**src/rtl/core/aabb_pkg.sv**
```systemverilog
`timescale 1ns / 1ps
`default_nettype none
// ----------------------------------------------------------------------------
// aabb_pkg
// Shared types and constants for the affine box transform core.
// ----------------------------------------------------------------------------
package aabb_pkg;

    localparam int COORD_W   = 24;   // Q15.8
    localparam int COEF_W    = 24;   // Q7.16
    localparam int COEF_FRAC = 16;
    localparam int AXES      = 3;
    localparam int ROW_W     = 2;

    // Datapath widths
    localparam int PROD_W   = COORD_W + COEF_W + 1;        // |coef| * radius
    localparam int SUM_W    = PROD_W + 2;                  // three products
    localparam int SCALED_W = SUM_W - COEF_FRAC;
    localparam int OUT_W    = SCALED_W + 2;                // tc +/- h + t

    typedef logic signed [COORD_W-1:0] coord_t;
    typedef logic signed [COEF_W-1:0]  coef_t;

    typedef enum logic [0:0] {
        ACT_LOAD = 1'b0,
        ACT_BOX  = 1'b1
    } action_t;

    localparam logic [ROW_W-1:0] ROW_TRANS = 2'd3;

    localparam coef_t  COEF_ONE  = coef_t'(1 << COEF_FRAC);
    localparam coord_t COORD_MAX = {1'b0, {(COORD_W-1){1'b1}}};
    localparam coord_t COORD_MIN = {1'b1, {(COORD_W-1){1'b0}}};

    // Row write toward the coefficient store
    typedef struct packed {
        logic                             en;
        logic [ROW_W-1:0]                 row;
        logic [AXES-1:0][COORD_W-1:0]     data;
    } coef_wr_t;

endpackage

`default_nettype wire

```
**src/rtl/core/aabb_coef_store.sv**
```systemverilog
`timescale 1ns / 1ps
`default_nettype none
// ----------------------------------------------------------------------------
// aabb_coef_store
// Holds the 3x3 coefficient matrix and the translation row; row writes.
// ----------------------------------------------------------------------------
module aabb_coef_store
    import aabb_pkg::*;
(
    input  wire logic     aclk,
    input  wire logic     aresetn,
    input  coef_wr_t      wr_i,
    output coef_t         coef_o  [AXES][AXES],
    output coord_t        trans_o [AXES]
);

    coef_t  matrix_reg [AXES][AXES];
    coord_t trans_reg  [AXES];

    always_ff @(posedge aclk) begin
        if (!aresetn) begin
            for (int r = 0; r < AXES; r++) begin
                trans_reg[r] <= '0;
                for (int c = 0; c < AXES; c++) begin
                    matrix_reg[r][c] <= (r == c) ? COEF_ONE : '0;
                end
            end
        end else if (wr_i.en) begin
            if (wr_i.row == ROW_TRANS) begin
                for (int c = 0; c < AXES; c++) begin
                    trans_reg[c] <= wr_i.data[c];
                end
            end else begin
                for (int c = 0; c < AXES; c++) begin
                    matrix_reg[wr_i.row][c] <= wr_i.data[c];
                end
            end
        end
    end

    assign coef_o  = matrix_reg;
    assign trans_o = trans_reg;

endmodule

`default_nettype wire

```
**config.mk**
```make
export PLATFORM = sky130hd
export DESIGN_NAME = aabb_coef_store
export DESIGN_NICKNAME = d
export VERILOG_FILES = /design/src/rtl/core/aabb_pkg.sv /design/src/rtl/core/aabb_coef_store.sv
export SDC_FILE = /design/constraint.sdc
export NUM_CORES = 1
export LEC_CHECK = 0
export BUFFER_PORTS_ARGS = -buffer_cell sky130_fd_sc_hd__buf_2
export CORE_AREA = 2 2 148 150
export CTS_CLUSTER_DIAMETER = 100
export DETAILED_ROUTE_END_ITERATION = 8
export DIE_AREA = 0 0 150 152
export PLACE_DENSITY = 0.79
export SLEW_MARGIN = 0
export SYNTH_ARGS = -nofsm -noshare
export SYNTH_HDL_FRONTEND = slang
export SYNTH_SLANG_ARGS = --single-unit
```
**constraint.sdc**
```tcl
create_clock -name aclk -period 1.8 [get_ports aclk]
set_input_delay 0.27 -clock aclk [delete_from_list [all_inputs] [get_ports aclk]]
set_output_delay 0.27 -clock aclk [all_outputs]
set_load 0.02 [all_outputs]
```
======== Word-level counts from Yosys, hierarchy flattened ========
Cells that the tools add are included.
operators by class
  order comparisons ....................... 2
  equal/unequal tests ..................... 1
  mux-type cells .......................... 9
  bitwise gates (word level) .............. 2
  reduce and logical (&&, ||, !) cells .... 3
operator list
  operator              number
  $bwmux W216           3
  $demux W72 S2         3
  $mux W72              1
  $mux W48              1
  $mux W24              1
  $reduce_and A2 Y1     2
  $ge A3 B3 Y1 const B  1
  $lt A3 B1 Y1 const B  1
  $not A2 Y3            1
  $eq A2 B2 Y1 const B  1
  $logic_and A1 B1 Y1   1
  $not A1 Y1            1
storage, ports and cells
  flip-flop bits (word level) ............. 288
  bits of input ports ..................... 77
  output and inout port bits .............. 288
  logic and storage cells ................. 29

======== Logic depth before layout (Yosys ltp) ========
  word-level depth ........................ 8
  depth in mapped cells ................... 5

======== Least setup slack after synthesis ========
Ideal clock, no wire load.
  path kind ............................... input-to-reg
  start ................................... input port wr_i[72] (netlist bit)
  end ..................................... register matrix_reg (netlist bit coef_o[208])
  arrival ................................. 1.097 ns
  path slack .............................. 0.583 ns
  stages on the path ...................... 3
  buffers on the path ..................... 1
  cell sequence ........................... or3b_1 > buf_6 > a211o_1
between the ends
  word-level cells in the longest chain between the ends .. 8
  elaborated cells between the ends (all ways) .. 14
  classes of those cells .................. order compare: 2; eq/ne: 1; mux: 7; bitwise: 2; reduce/logical: 2
RTL lines
  item                                                                       RTL line               text
  start, declared                                                            aabb_coef_store.sv:12  input coef_wr_t wr_i,
  $not A2 Y3 (not written as such)                                           aabb_coef_store.sv:35  matrix_reg[wr_i.row][c] <= wr_i.data[c];
  $ge A3 B3 Y1 (not written as such) / $lt A3 B1 Y1 (equally long branches)  aabb_coef_store.sv:35
  $logic_and A1 B1 Y1 (not written as such)                                  aabb_coef_store.sv:35
  $mux W72 (not written as such)                                             aabb_coef_store.sv:35
  $demux W72 S2                                                              aabb_coef_store.sv:35
  $bwmux W216 (3 in series)                                                  aabb_coef_store.sv:35
  end signal, assigned by index                                              aabb_coef_store.sv:25  matrix_reg[r][c] <= (r == c) ? COEF_ONE : '0;
  end signal, assigned by index                                              aabb_coef_store.sv:35
  end, declared                                                              aabb_coef_store.sv:17  coef_t matrix_reg [AXES][AXES];
Parallel ways exist; a longest one is shown, timed or not.
A chain may end at the register's enable or synchronous reset.

======== Final worst setup path ========
  start ................................... register matrix_reg (netlist bit coef_o[112])
  end ..................................... output port coef_o[112] (netlist bit)
RTL lines
  item           RTL line               text
  end, declared  aabb_coef_store.sv:13  output coef_t coef_o [AXES][AXES],
No word-level cell between the ends.

==> summary.txt <==
Floorplanning
  – Cell row count: 54
  – DIE AREA: 22800 um2
  – Core area: 21350 um2
  – Die Span Y: 152 um
  – IO Pins: 365
  – Chip width: 150 um
  – Starting Density: 0.4907

Cells and area
  – Non-Filler Instances: 1661
  – Layout cells sized above 1: 0.3169
  – Core Util, Final: 0.6363
  – # nets final: 1434
  – Synth-to-layout area growth: 29.68%

Power and ir drop
  – Pwr Total: 14410 uW
  – Switching share of power: 0.2383
  – Worst vdd ir: 0.0007222 V
  – P_leak: 0.007340 uW
  – Logic gate share of total power: 0.093
  – Sequential Power Share: 0.466
  – Power Density: 1061 nW/um2
  – Sw power: 3434 uW
  – Clock power share: 0.441
  – Internal: 10980 uW

GRT
  – First-pass GRT wire length: 42.57 mm
  – Gr ovfl total: 0
  – Initial antenna violation count: 2
  – Overall Global Routing Usage: 0.2298
  – Largest net degree at the start of global routing: 79
  – Via count of the first global-routing pass: 8141

Clock network
  – Cts hold-fix bufs: 0
  – Post-CTS sizing: 0
  – CTS sink count: 288
  – Clk_lat worst skew: 530 ps
  – Root buffer cell: clkbuf_16
  – Post-CTS Setup Inserts: 0
  – H-tree lvl count: 1
  – Worst-path clk slew: 60 ps
  – CTS tree: done
  – CTS Buf Count: 29
  – Clk buf depth: 3

Synthesis
  – Netlist cell types: 18
  – Ys Warns: 0
  – Syn Area/Cell: 10.33 um2
  – Yosys reg bits: 288
  – Syn nets: 1091
  – Seq/Total Area, Yosys: 0.5503
  – Synth Cell Area: 10480 um2
  – Syn Inst Count: 1014

Timing
  – Unrepaired setup endpoints after global routing: false
  – Slew margin rel.: 0.6504
  – Setup Skew: 0 ps
  – Post-Route Setup TNS: 0 ps
  – Final worst setup slack: 444.6 ps
  – Max frequency: 0.7378 GHz
  – # setup viols final: 0
  – Period utilization: 0.7530
  – Slew Limit Fails: 0
  – Final Hold Fails: 0
  – Post-route minimum period: 1355 ps
  – Worst Tran Pin Value: 524.4 ps

Worst setup path
  – Arrival @ worst endpoint: 1090 ps
  – Crit path capture type: primary output
  – Critical path, cell by cell: buf_2
  – CP Buf/Inv Count: 1
  – CP peak stage delay: 330 ps
  – CP required: 1530 ps
  – R2r startpoint: coef_o[16]
  – CP top delay family: flip-flops
  – Worst setup SP type: register
  – Flop2flop setup slack: 1110 ps
  – CP max-delay cell: dfxtp_1
  – Worst reg2reg endpoint: coef_o[16]
  – Setup Crit Path Kind: reg2out
  – R2R cell count: 1
  – Worst Path Max Fanout: 2

Routing
  – ANT nets after route: 0
  – Vias/cell: 5.009
  – Pre-antenna DRT Iters: 4
  – DRC: 0
  – Detailed router's first-iteration violation count: 329
  – Wire per inst: 16.55 um
  – Drt total wl: 27.49 mm
  – Via count: 8320

Place
  – Dpl cells: 1606
  – Pre-CTS setup slack: 286.7 ps
  – Hpwl dp: 18.77 mm
  – Port buffer count: 364
  – GPL Wtd Cong: 0.8331

Worst hold path
  – Worst min path class: in2reg
  – WHS Endpoint: coef_o[20]
  – WHS Path Cells: 3
  – Hold path startpoint: wr_i[68]

Outcome
  – Outcome: complete, no violations

Flow run
  – Max Cap Viol: 0
[cells by family after synthesis]
group	count (synthesis)	share of synthesized area
compound gates	3	0.002509
flops	288	0.5503
mux	285	0.2723
simple gates	365	0.1348
buf+inv	73	0.04001
[cell type report]
type,instances,area (um2)
Sequential cell,288,5766
Clock buffer,43,868.3
Antenna cell,2,5.005
Inverter,1,3.754
Multi-Input combinational cell,653,4303
Fill cell,1714,7765
Tap cell,280,350.3
Timing Repair Buffer,384,2132
Clock inverter,10,157.7
[placed cells by master (no fill, tap or decap), drive strengths merged]
cell      instances
a211o             3
bufinv            4
clkinv            3
and4b             2
diode             2
mux2i           285
inv               1
nand2           357
and3              1
buf             384
or3b              1
and4bb            1
clkinvlp          3
nor3b             1
dfxtp           288
nand3b            2
clkbuf           43
[how the worst max path moves through the flow]
stage                            from          end  slack (ps)  depth (start not counted)
after global routing      coef_o[112]  coef_o[112]         380                          1
after global placement       wr_i[72]  coef_o[170]         320                          4
final                     coef_o[112]  coef_o[112]         440                          1
after CTS                  coef_o[16]   coef_o[16]         400                          1
after detailed placement     wr_i[72]  coef_o[163]         290                          4
after floorplan              wr_i[72]  coef_o[208]         580                          3
[Yosys cell counts]
| cell | n | area share |
|---|---|---|
| a211o_1 | 3 | 0.0025 |
| and3_2 | 1 | 0.00072 |
| and4b_1 | 1 | 0.00096 |
| and4b_2 | 1 | 0.0011 |
| and4bb_2 | 1 | 0.0012 |
| buf_1 | 6 | 0.0021 |
| buf_12 | 6 | 0.011 |
| buf_2 | 29 | 0.014 |
| buf_4 | 1 | 0.00072 |
| buf_6 | 1 | 0.0011 |
| clkbuf_1 | 29 | 0.010 |
| dfxtp_1 | 288 | 0.55 |
| inv_1 | 1 | 0.00036 |
| mux2i_1 | 285 | 0.27 |
| nand2_1 | 357 | 0.13 |
| nand3b_1 | 2 | 0.0014 |
| nor3b_1 | 1 | 0.00072 |
| or3b_1 | 1 | 0.00084 |
[sequential cells by signal, summed over array words and instances, names as in the netlist]
| name | cells |
|---|---|
| coef_o | 216 |
| trans_o | 72 |
[metrics by stage]
stage / instance area [um2] / hold slack (ps)
after floorplan: 10480 / 452.7
after CTS: 13580 / 46.94
after detailed placement: 12550 / 444.1
after global routing: 13590 / 59.93
final: 13590 / 60.74
after global placement: 12550 / 439.1
[power by group through the flow]
stage / Sequential [uW] / Combinational (uW) / Clock [uW]
2_1_floorplan: 7130 / 571 / 0
3_3_place_gp: 6840 / 1330 / 0
3_5_place_dp: 6850 / 1350 / 0
4_1_cts: 6710 / 1360 / 6460
5_1_grt: 6730 / 1440 / 6720
6_report: 6710 / 1350 / 6350
[per-layer routing]
metal	GRT usage	share of wire	wire (um)
met1	0.2742	0.41	11240
met2	0.3905	0.48	13180
met3	0.05946	0.075	2058
met4	0.09614	0.037	1016
met5	0	0	0
Note: power is estimated with default switching activity, not from simulation.
